<file path="src/hw/rtl/mpe_pkg.sv">
package mpe_pkg;

  localparam int COORD_BITS_DEF = 12;
  localparam int CFG_INDEX_BITS = 2;
  localparam int SHIFT_BITS     = 2;

  typedef enum logic [CFG_INDEX_BITS-1:0] {
    CFG_CENTER_X = 2'd0,
    CFG_CENTER_Y = 2'd1,
    CFG_RADIUS_X = 2'd2,
    CFG_RADIUS_Y = 2'd3
  } cfg_index_t;

  typedef enum logic [1:0] {
    ACC_HOLD = 2'd0,
    ACC_LOAD = 2'd1,
    ACC_ADD  = 2'd2,
    ACC_SUB  = 2'd3
  } acc_op_t;

  typedef struct packed {
    acc_op_t               op;
    logic [SHIFT_BITS-1:0] shift;
  } mac_ctl_t;

endpackage

</file>
<file path="src/hw/rtl/mpe_mac.sv">
module mpe_mac #(
  parameter int A_BITS   = 2 * (mpe_pkg::COORD_BITS_DEF - 1),
  parameter int B_BITS   = 2 * mpe_pkg::COORD_BITS_DEF,
  parameter int ACC_BITS = 4 * mpe_pkg::COORD_BITS_DEF + 2
) (
  input  logic                       clk,
  input  logic                       rst,
  input  mpe_pkg::mac_ctl_t          ctl,
  input  logic [A_BITS-1:0]          op_a,
  input  logic [B_BITS-1:0]          op_b,
  output logic [A_BITS+B_BITS-1:0]   prod,
  output logic                       acc_neg,
  output logic                       acc_zero
);

  localparam int P_BITS = A_BITS + B_BITS;

  logic [ACC_BITS-1:0] acc;
  logic [ACC_BITS-1:0] acc_next;
  logic [ACC_BITS-1:0] term;

  // product is registered; the accumulator consumes it in the following cycle
  always_ff @(posedge clk) begin
    prod <= P_BITS'(op_a) * P_BITS'(op_b);
  end

  assign term = ACC_BITS'(prod) << ctl.shift;

  always_comb begin
    case (ctl.op)
      mpe_pkg::ACC_LOAD: acc_next = term;
      mpe_pkg::ACC_ADD:  acc_next = acc + term;
      mpe_pkg::ACC_SUB:  acc_next = acc - term;
      default:           acc_next = acc;
    endcase
  end

  always_ff @(posedge clk) begin
    if (rst) begin
      acc <= '0;
    end else begin
      acc <= acc_next;
    end
  end

  assign acc_neg  = acc[ACC_BITS-1];
  assign acc_zero = (acc == '0);

endmodule

</file>
<file path="src/hw/rtl/midpoint_ellipse_point_generator.sv">
// Midpoint ellipse point generator.
// Config port: write center_x, center_y, radius_x, radius_y with cfg_we/cfg_index/cfg_data
// while no beat is in flight. A radius write holds req_stall high
// while the squared radii are rebuilt.
// Request channel (req_valid/req_stall, field restart): restart=1 starts a new ellipse at
// the top point, restart=0 advances to the next point. Every request beat yields exactly
// one result beat on res_valid/res_stall: the four mirrored coordinates, point_valid, and
// final_point on the y=0 row. After the final point, advance beats return point_valid=0.
// All products run through one shared multiplier with a registered accumulator under
// a small sequencer, so one beat is in flight at a time. A restart first loads the start
// value; a region 1 step compares, then updates the decision; a region 2 step only
// updates it; the step that changes region also builds the region 2 entry value, and a
// final point or a beat with no ellipse active goes straight to the result. The block
// returns to idle before the next beat is taken.
// A stalled result is held in the output register; the sequencer waits before
// loading the next one. Synchronous reset clears the configuration and the walk state
// to zero and leaves the block idle with no ellipse active.
module midpoint_ellipse_point_generator #(
  parameter int COORD_BITS = mpe_pkg::COORD_BITS_DEF
) (
  input  logic                                clk,
  input  logic                                rst,
  input  logic                                cfg_we,
  input  logic [mpe_pkg::CFG_INDEX_BITS-1:0]  cfg_index,
  input  logic [COORD_BITS-1:0]               cfg_data,
  input  logic                                req_valid,
  output logic                                req_stall,
  input  logic                                restart,
  output logic                                res_valid,
  input  logic                                res_stall,
  output logic                                point_valid,
  output logic signed [COORD_BITS+1:0]        x_right,
  output logic signed [COORD_BITS+1:0]        x_left,
  output logic signed [COORD_BITS+1:0]        y_lower,
  output logic signed [COORD_BITS+1:0]        y_upper,
  output logic                                final_point
);

  localparam int RB       = COORD_BITS - 1;
  localparam int SQ_BITS  = 2 * RB;
  localparam int B_BITS   = 2 * RB + 2;
  localparam int P_BITS   = SQ_BITS + B_BITS;
  localparam int DEC_BITS = 4 * COORD_BITS + 2;
  localparam int OUT_BITS = COORD_BITS + 2;

  typedef enum logic [21:0] {
    ST_IDLE = 22'h000001,
    ST_SQ_A = 22'h000002,
    ST_SQ_B = 22'h000004,
    ST_SQ_C = 22'h000008,
    ST_RS_A = 22'h000010,
    ST_RS_B = 22'h000020,
    ST_RS_C = 22'h000040,
    ST_RS_D = 22'h000080,
    ST_CM_A = 22'h000100,
    ST_CM_B = 22'h000200,
    ST_CM_C = 22'h000400,
    ST_EN_A = 22'h000800,
    ST_EN_B = 22'h001000,
    ST_EN_C = 22'h002000,
    ST_EN_D = 22'h004000,
    ST_EN_E = 22'h008000,
    ST_EN_F = 22'h010000,
    ST_UP_A = 22'h020000,
    ST_UP_B = 22'h040000,
    ST_UP_C = 22'h080000,
    ST_UP_D = 22'h100000,
    ST_DONE = 22'h200000
  } state_t;

  state_t state;
  state_t state_next;

  logic [COORD_BITS-1:0] center_x;
  logic [COORD_BITS-1:0] center_y;
  logic [RB-1:0]         radius_x;
  logic [RB-1:0]         radius_y;
  logic [SQ_BITS-1:0]    a2;
  logic [SQ_BITS-1:0]    b2;
  logic                  sq_dirty;
  logic                  radius_wr;

  logic [RB-1:0]         offset_x;
  logic [RB-1:0]         offset_y;
  logic                  in_second_region;
  logic                  drawing_active;
  logic                  idle_res;
  logic                  xstep;
  logic                  ystep;
  logic [P_BITS-1:0]     lhs;

  logic                  accept;
  logic                  done_fire;
  logic [RB-1:0]         xn;
  logic [RB-1:0]         yn;
  logic [RB-1:0]         ty;
  logic [RB:0]           x_inc;
  logic [RB:0]           y_twice_m1;
  logic [RB:0]           tx;
  logic                  lhs_gt;
  logic                  to_second;

  mpe_pkg::mac_ctl_t     mac_ctl;
  logic [SQ_BITS-1:0]    mul_a;
  logic [B_BITS-1:0]     mul_b;
  logic [P_BITS-1:0]     prod;
  logic                  dec_neg;
  logic                  dec_zero;

  mpe_mac #(
    .A_BITS   (SQ_BITS),
    .B_BITS   (B_BITS),
    .ACC_BITS (DEC_BITS)
  ) u_mac (
    .clk      (clk),
    .rst      (rst),
    .ctl      (mac_ctl),
    .op_a     (mul_a),
    .op_b     (mul_b),
    .prod     (prod),
    .acc_neg  (dec_neg),
    .acc_zero (dec_zero)
  );

  assign req_stall = (state != ST_IDLE) || sq_dirty || cfg_we;
  assign accept    = req_valid && !req_stall;
  assign done_fire = (state == ST_DONE) && (!res_valid || !res_stall);
  assign radius_wr = cfg_we && (cfg_index == mpe_pkg::CFG_RADIUS_X ||
                                cfg_index == mpe_pkg::CFG_RADIUS_Y);

  assign xn         = offset_x + RB'(1);
  assign yn         = offset_y - RB'(1);
  assign x_inc      = {1'b0, offset_x} + (RB+1)'(1);
  assign y_twice_m1 = {offset_y, 1'b0} - (RB+1)'(1);
  assign tx         = {offset_x, 1'b1};
  assign ty         = (offset_y != '0) ? yn : RB'(1);

  // region 1 holds while y > 0 and a^2*(2y-1) > 2*b^2*(x+1)
  assign lhs_gt    = {1'b0, lhs} > {prod, 1'b0};
  assign to_second = (offset_y == '0) || !lhs_gt;

  always_comb begin
    state_next    = state;
    mul_a         = '0;
    mul_b         = '0;
    mac_ctl.op    = mpe_pkg::ACC_HOLD;
    mac_ctl.shift = '0;
    unique case (state)
      ST_IDLE: begin
        if (sq_dirty) begin
          state_next = ST_SQ_A;
        end else if (accept) begin
          if (restart) begin
            state_next = ST_RS_A;
          end else if (!drawing_active) begin
            state_next = ST_DONE;
          end else if (in_second_region) begin
            state_next = (offset_y == '0) ? ST_DONE : ST_UP_A;
          end else begin
            state_next = ST_CM_A;
          end
        end
      end
      ST_SQ_A: begin
        mul_a      = SQ_BITS'(radius_x);
        mul_b      = B_BITS'(radius_x);
        state_next = ST_SQ_B;
      end
      ST_SQ_B: begin
        mul_a      = SQ_BITS'(radius_y);
        mul_b      = B_BITS'(radius_y);
        state_next = ST_SQ_C;
      end
      ST_SQ_C: begin
        state_next = ST_IDLE;
      end
      // start value: 4b^2 + a^2 - 4a^2*b
      ST_RS_A: begin
        mul_a      = b2;
        mul_b      = B_BITS'(1);
        state_next = ST_RS_B;
      end
      ST_RS_B: begin
        mul_a         = a2;
        mul_b         = B_BITS'(1);
        mac_ctl.op    = mpe_pkg::ACC_LOAD;
        mac_ctl.shift = 2'd2;
        state_next    = ST_RS_C;
      end
      ST_RS_C: begin
        mul_a      = a2;
        mul_b      = B_BITS'(radius_y);
        mac_ctl.op = mpe_pkg::ACC_ADD;
        state_next = ST_RS_D;
      end
      ST_RS_D: begin
        mac_ctl.op    = mpe_pkg::ACC_SUB;
        mac_ctl.shift = 2'd2;
        state_next    = ST_CM_A;
      end
      ST_CM_A: begin
        mul_a      = a2;
        mul_b      = B_BITS'(y_twice_m1);
        state_next = ST_CM_B;
      end
      ST_CM_B: begin
        mul_a      = b2;
        mul_b      = B_BITS'(x_inc);
        state_next = ST_CM_C;
      end
      ST_CM_C: begin
        state_next = to_second ? ST_EN_A : ST_UP_A;
      end
      // region 2 entry: b^2(2x+1)^2 + 4a^2*ty^2 - 4a^2*b^2
      ST_EN_A: begin
        mul_a      = SQ_BITS'(tx);
        mul_b      = B_BITS'(tx);
        state_next = ST_EN_B;
      end
      ST_EN_B: begin
        mul_a      = b2;
        mul_b      = prod[B_BITS-1:0];
        state_next = ST_EN_C;
      end
      ST_EN_C: begin
        mul_a      = SQ_BITS'(ty);
        mul_b      = B_BITS'(ty);
        mac_ctl.op = mpe_pkg::ACC_LOAD;
        state_next = ST_EN_D;
      end
      ST_EN_D: begin
        mul_a      = a2;
        mul_b      = prod[B_BITS-1:0];
        state_next = ST_EN_E;
      end
      ST_EN_E: begin
        mul_a         = a2;
        mul_b         = B_BITS'(b2);
        mac_ctl.op    = mpe_pkg::ACC_ADD;
        mac_ctl.shift = 2'd2;
        state_next    = ST_EN_F;
      end
      ST_EN_F: begin
        mac_ctl.op    = mpe_pkg::ACC_SUB;
        mac_ctl.shift = 2'd2;
        state_next    = (offset_y == '0) ? ST_DONE : ST_UP_A;
      end
      // step: +8b^2*xn (x step), -8a^2*yn (y step), +4b^2 or +4a^2
      ST_UP_A: begin
        mul_a      = b2;
        mul_b      = B_BITS'(xn);
        state_next = ST_UP_B;
      end
      ST_UP_B: begin
        mul_a         = a2;
        mul_b         = B_BITS'(yn);
        mac_ctl.op    = xstep ? mpe_pkg::ACC_ADD : mpe_pkg::ACC_HOLD;
        mac_ctl.shift = 2'd3;
        state_next    = ST_UP_C;
      end
      ST_UP_C: begin
        mul_a         = in_second_region ? a2 : b2;
        mul_b         = B_BITS'(1);
        mac_ctl.op    = ystep ? mpe_pkg::ACC_SUB : mpe_pkg::ACC_HOLD;
        mac_ctl.shift = 2'd3;
        state_next    = ST_UP_D;
      end
      ST_UP_D: begin
        mac_ctl.op    = mpe_pkg::ACC_ADD;
        mac_ctl.shift = 2'd2;
        state_next    = ST_DONE;
      end
      ST_DONE: begin
        if (done_fire) begin
          state_next = ST_IDLE;
        end
      end
      default: begin
        state_next = ST_IDLE;
      end
    endcase
  end

  always_ff @(posedge clk) begin
    if (rst) begin
      state            <= ST_IDLE;
      center_x         <= '0;
      center_y         <= '0;
      radius_x         <= '0;
      radius_y         <= '0;
      a2               <= '0;
      b2               <= '0;
      sq_dirty         <= 1'b0;
      offset_x         <= '0;
      offset_y         <= '0;
      in_second_region <= 1'b0;
      drawing_active   <= 1'b0;
      idle_res         <= 1'b0;
      xstep            <= 1'b0;
      ystep            <= 1'b0;
      res_valid        <= 1'b0;
    end else begin
      state <= state_next;

      if (radius_wr) begin
        sq_dirty <= 1'b1;
      end else if (state == ST_IDLE && sq_dirty) begin
        sq_dirty <= 1'b0;
      end
      if (cfg_we) begin
        unique case (mpe_pkg::cfg_index_t'(cfg_index))
          mpe_pkg::CFG_CENTER_X: center_x <= cfg_data;
          mpe_pkg::CFG_CENTER_Y: center_y <= cfg_data;
          mpe_pkg::CFG_RADIUS_X: radius_x <= cfg_data[RB-1:0];
          mpe_pkg::CFG_RADIUS_Y: radius_y <= cfg_data[RB-1:0];
        endcase
      end

      if (accept) begin
        idle_res <= !restart && !drawing_active;
        xstep    <= 1'b0;
        ystep    <= 1'b0;
        if (restart) begin
          offset_x         <= '0;
          offset_y         <= radius_y;
          in_second_region <= 1'b0;
          drawing_active   <= 1'b1;
        end else if (drawing_active && in_second_region && offset_y == '0) begin
          drawing_active <= 1'b0;
        end
      end

      unique case (state)
        ST_SQ_B: a2 <= prod[SQ_BITS-1:0];
        ST_SQ_C: b2 <= prod[SQ_BITS-1:0];
        ST_CM_C: begin
          if (to_second) begin
            in_second_region <= 1'b1;
          end
        end
        ST_EN_F: begin
          if (offset_y == '0) begin
            drawing_active <= 1'b0;
          end
        end
        ST_UP_A: begin
          // the decision here is the one before this step's update
          if (in_second_region) begin
            xstep <= dec_neg || dec_zero;
            ystep <= 1'b1;
          end else begin
            xstep <= 1'b1;
            ystep <= !dec_neg;
          end
        end
        ST_DONE: begin
          if (done_fire) begin
            if (xstep) begin
              offset_x <= xn;
            end
            if (ystep) begin
              offset_y <= yn;
            end
          end
        end
        default: begin
        end
      endcase

      if (done_fire) begin
        res_valid <= 1'b1;
      end else if (!res_stall) begin
        res_valid <= 1'b0;
      end
    end
  end

  always_ff @(posedge clk) begin
    if (state == ST_CM_B) begin
      lhs <= prod;
    end
    if (done_fire) begin
      if (idle_res) begin
        point_valid <= 1'b0;
        x_right     <= '0;
        x_left      <= '0;
        y_lower     <= '0;
        y_upper     <= '0;
        final_point <= 1'b0;
      end else begin
        point_valid <= 1'b1;
        x_right     <= OUT_BITS'(center_x) + OUT_BITS'(offset_x);
        x_left      <= OUT_BITS'(center_x) - OUT_BITS'(offset_x);
        y_lower     <= OUT_BITS'(center_y) + OUT_BITS'(offset_y);
        y_upper     <= OUT_BITS'(center_y) - OUT_BITS'(offset_y);
        final_point <= in_second_region && (offset_y == '0);
      end
    end
  end

  // a radius write must hold off requests until the squares are rebuilt
  a_radius_write_stalls: assert property (@(posedge clk) disable iff (rst)
    (cfg_we && (cfg_index == mpe_pkg::CFG_RADIUS_X || cfg_index == mpe_pkg::CFG_RADIUS_Y))
    |=> req_stall)
    else $error("request not stalled after radius write");

  a_final_is_point: assert property (@(posedge clk) disable iff (rst)
    (res_valid && final_point) |-> point_valid)
    else $error("final flag on an empty result");

  a_final_ends_drawing: assert property (@(posedge clk) disable iff (rst)
    (done_fire && !idle_res && in_second_region && offset_y == '0) |=> !drawing_active)
    else $error("ellipse still active after final point");

  a_region2_steps_y: assert property (@(posedge clk) disable iff (rst)
    (state == ST_UP_B && in_second_region) |-> ystep)
    else $error("region 2 step without y decrement");

  a_region1_steps_x: assert property (@(posedge clk) disable iff (rst)
    (state == ST_UP_B && !in_second_region) |-> xstep)
    else $error("region 1 step without x increment");

endmodule

</file>
<file path="config.mk">
export PLATFORM = sky130hd
export DESIGN_NAME = midpoint_ellipse_point_generator
export DESIGN_NICKNAME = d
export VERILOG_FILES = /design/src/hw/rtl/mpe_pkg.sv /design/src/hw/rtl/mpe_mac.sv /design/src/hw/rtl/midpoint_ellipse_point_generator.sv
export SDC_FILE = /design/constraint.sdc
export NUM_CORES = 2
export LEC_CHECK = 0
export BUFFER_PORTS_ARGS = -buffer_cell sky130_fd_sc_hd__buf_2
export CORE_MARGIN = 3
export CORE_UTILIZATION = 55
export DETAILED_ROUTE_END_ITERATION = 8
export PLACE_DENSITY = 0.74
export REMOVE_ABC_BUFFERS = 1
export SYNTH_ARGS = -nofsm -noshare
export SYNTH_HDL_FRONTEND = slang
export SYNTH_SLANG_ARGS = --single-unit
export TNS_END_PERCENT = 20
</file>
<file path="constraint.sdc">
create_clock -name clk -period 10.5 [get_ports clk]
set_input_delay 1.575 -clock clk [delete_from_list [all_inputs] [get_ports clk]]
set_output_delay 1.575 -clock clk [all_outputs]
set_load 0.01 [all_outputs]
</file>
==> tab_implementation.tex <==
\begin{tabular}{lr}
\hline
Metric & Value \\
\hline
\multicolumn{2}{l}{\textbf{Critical path}} \\
Worst reg2reg startpoint & state[4] \\
CP required & approximately 11 ns \\
Crit Path Max Fanout & 11 \\
Most frequent cell on the critical path & sky130\_fd\_sc\_hd\_\_fa\_1 \\
Category of the worst setup path capture point & flip-flop \\
Critical Path Source & state[4] \\
Worst flop-to-flop path endpoint & u\_mac.prod[42] \\
CP max stage cell & sky130\_fd\_sc\_hd\_\_or4b\_2 \\
Endpoint arrival time on the critical path & 10.57 ns \\
Crit path kind & reg2reg \\
Worst Reg2Reg Path Length in Cells & 33 \\
Element type at the critical path start & flip-flop \\
Peak per-stage delay on the critical path & slightly below 0.7 ns \\
Internal reg-to-reg setup slack & $\sim$0.39 ns \\
\multicolumn{2}{l}{\textbf{Synthesis}} \\
Most common cell in the netlist & sky130\_fd\_sc\_hd\_\_nand2\_1 \\
Commonest cells in the synthesized netlist & sky130\_fd\_sc\_hd\_\_nand2\_1, sky130\_fd\_sc\_hd\_\_inv\_1, sky130\_fd\_sc\_hd\_\_nor2\_1 \\
Async set or reset register ratio after synthesis & 0 \\
Number of warning messages in the yosys log & 0 \\
Number of enable-type register cells in the synthesized netlist & 98 \\
Synth cell types & 98 \\
Leading post-synthesis cells by cell area & sky130\_fd\_sc\_hd\_\_fa\_1, sky130\_fd\_sc\_hd\_\_dfxtp\_1, sky130\_fd\_sc\_hd\_\_ha\_1 \\
Post-synth design cell area & 0.0387 mm² \\
Area leader, netlist & sky130\_fd\_sc\_hd\_\_fa\_1 \\
Dominant register cell in the synthesized netlist & sky130\_fd\_sc\_hd\_\_dfxtp\_1 \\
Number of flip-flops and latches in the synthesized netlist & between 300 and 400 \\
Portion of synthesized cell area occupied by the leading cell type & 0.228 \\
Number of standard cells after synthesis & 4642 \\
Synthesized area per cell & roughly 8.3 µm² \\
Sequential share of the synthesized area & 0.198 \\
\multicolumn{2}{l}{\textbf{Detailed routing}} \\
Initial DRC Count & 3571 \\
Average wire per cell in the routed design & around 22 µm \\
Total wire length after detailed routing & between 100 and 150 mm \\
Total vias in the final route & approximately 34000 \\
Number of detailed-route iterations in the first pass & 9 \\
Drt drc & 0 \\
Antenna Nets Post-Route & 0 \\
Vias per cell & 6.09 \\
\multicolumn{2}{l}{\textbf{Worst hold path}} \\
Number of stages on the worst hold path & 2 \\
Hold Path Class & reg2reg \\
Launch point of the worst hold path & a2[11] \\
Hold Crit Endpoint & a2[11] \\
\multicolumn{2}{l}{\textbf{Die}} \\
Die area & $\sim$0.074 mm² \\
Number of placement rows & 96 \\
Number of top-level pins & 80 \\
Y dimension of the die & between 200 and 300 µm \\
Core ar. & about 0.069 mm² \\
Effective utilization at floorplan & 0.560 \\
X dimension of the die & 271 µm \\
\multicolumn{2}{l}{\textbf{Place}} \\
Routability congestion estimate from global placement & 1.05 \\
HPWL Detailed & 97.8 mm \\
I/O Buffers & just under 80 \\
Total cell area at the placement stage & 0.0404 mm² \\
Post-placement cell count & roughly 5500 \\
\multicolumn{2}{l}{\textbf{Clocking}} \\
Number of sinks driven by the clock tree & about 340 \\
Number of buffers on the longest clock path & 3 \\
H-tree level count & 2 \\
Hold buffer count at CTS & 0 \\
Total clock buffers created by CTS & 41 \\
Clock transition at path regs & 0.07 ns \\
CTS tree & yes \\
Number of post-CTS setup repair buffers & 0 \\
Insertion delay of the later-clocked pin in the worst-skew pair & about 0.6 ns \\
CTS root buf & sky130\_fd\_sc\_hd\_\_clkbuf\_16 \\
\multicolumn{2}{l}{\textbf{Global routing}} \\
Via count of the first global-routing pass & 33732 \\
Pin count of the biggest net entering global routing & 90 \\
Total gr overflow & 0 \\
Initial antenna violation count & 9 \\
First-pass GRT wire length & roughly 190 mm \\
Gr usage total & 0.337 \\
\multicolumn{2}{l}{\textbf{Power and ir drop}} \\
Maximum resistive drop on vdd & approximately 120 µV \\
Leak pwr & 19.0 nW \\
Power per standard cell area & around 75 mW/mm² \\
Overall power & 0.00316 W \\
\multicolumn{2}{l}{\textbf{Outcome}} \\
Status & complete, no violations \\
\multicolumn{2}{l}{\textbf{Layout}} \\
Filler cell count & about 6100 \\
Ratio of cells with drive above 1 in the final layout & 0.0834 \\
Final core occ & 0.607 \\
Area added between synthesis and finish & 8.36\% \\
Area of all placed cells without fillers & $\sim$0.042 mm² \\
Final non-filler cell total & approximately 5600 \\
Nets & about 5400 \\
\multicolumn{2}{l}{\textbf{Run}} \\
Count of max-cap constraint violations & 0 \\
\multicolumn{2}{l}{\textbf{Timing}} \\
Final worst path period share & 0.963 \\
Final number of hold-violating endpoints & 0 \\
Slew Limit Headroom & 0.108 \\
Maximum clock rate & approximately 99 MHz \\
Sum of negative setup slack & 0 ns \\
Tmin final & a little over 10 ns \\
Unrepaired setup endpoints after global routing & false \\
Transition time at the pin with the least slew margin & between 1 and 1.5 ns \\
Setup violation total in the final timing report & 0 \\
Pins Over Slew Limit & 0 \\
Clock skew after layout & a little over 0.03 ns \\
\hline
\end{tabular}
==> state kept, by name (all words and copies together), names as in the netlist, 11 cells and up <==
name	cells
center_y	12
offset_x	11
x_left	12
a2	22
radius_y	11
radius_x	11
u_mac.acc	50
y_upper	12
center_x	12
state	22
x_right	13
lhs	46
b2	22
y_lower	13
u_mac.prod	46
offset_y	11
==> layout make-up <==
class | count | area, µm² | area share
diodes | 3 | 7.51 | 0.000179
clock buffers | 48 | 1100 | 0.0263
clock inverters | 28 | 354 | 0.00844
inverters | 623 | 2340 | 0.0557
multi-input cells | 3431 | 27900 | 0.664
flip-flops and latches | 335 | 7690 | 0.183
well taps | 931 | 1160 | 0.0278
repair buffers | 214 | 1450 | 0.0346
==> worst max-delay path, delay by kind of cell (launching register included) <==
kind,cells,cell delay [ns]
buffers and inverters,5,0.44
AOI/OAI and AO/OA,7,1.70
and+or+nand+nor,13,3.80
DFF,1,0.34
adders and majority gates,8,3.70
==> worst max-delay path by stage <==
| stage | to | slack, ns | depth (start not counted) |
|---|---|---|---|
| finish | u_mac.prod[42] | 0.39 | 33 |
| global route | u_mac.prod[42] | 0.002 | 35 |
| floorplan | u_mac.prod[45] | 0.15 | 34 |
| CTS | u_mac.prod[42] | 0.05 | 35 |
| global placement | u_mac.prod[45] | 0.23 | 35 |
| detailed placement | u_mac.prod[45] | 0.07 | 35 |
==> report_power, final <==
part           switching [W]  internal [W]
clock network       0.000642      0.000915
logic               0.000153     0.0000899
registers          0.0000151       0.00134
total               0.000809       0.00235
==> placed cells by master, fill, tap and decap left out, types with 93 or more instances in the layout <==
cell type	synthesis	final
sky130_fd_sc_hd__o21ai_0	119	118
sky130_fd_sc_hd__dfxtp_1	237	236
sky130_fd_sc_hd__ha_1	303	303
sky130_fd_sc_hd__nand2_1	673	672
sky130_fd_sc_hd__inv_1	623	622
sky130_fd_sc_hd__nor2_1	452	450
sky130_fd_sc_hd__fa_1	442	442
sky130_fd_sc_hd__a21oi_1	316	312
sky130_fd_sc_hd__xnor2_1	124	124
sky130_fd_sc_hd__buf_4	16	134
sky130_fd_sc_hd__a211oi_1	96	93
sky130_fd_sc_hd__edfxtp_1	98	98
==> per-stage QoR <==
stage	hold WS, ns	setup slack (ns)
global placement	0.443	0.234
global route	0.472	0.00225
finish	0.457	0.388
detailed placement	0.446	0.0713
floorplan	0.426	0.151
CTS	0.454	0.0472
==> metal layers <==
layer	global-route usage	share of wire	vias to the layer above
met5	0	0.00025	-
met4	0.187	0.068	4
met3	0.0724	0.10	483
met2	0.537	0.45	1860
met1	0.429	0.38	16494
li1	-	-	15341
==> cells by family after synthesis <==
kind of cell               share of synthesized area
buffers and inverters                         0.0882
other                                      0.0000968
xor gates and xnor gates                      0.0400
AOI/OAI and AO/OA                              0.146
DFF                                            0.198
and+or+nand+nor                                0.184
adders and majority gates                      0.326
muxes                                         0.0175
==> what timing repair did <==
action	4_1_cts	5_1_grt
endpoints found under the setup margin	1	16
cloned	0	0
gates resized for setup	2	20
No activity file was read; power rests on OpenSTA's default activity.
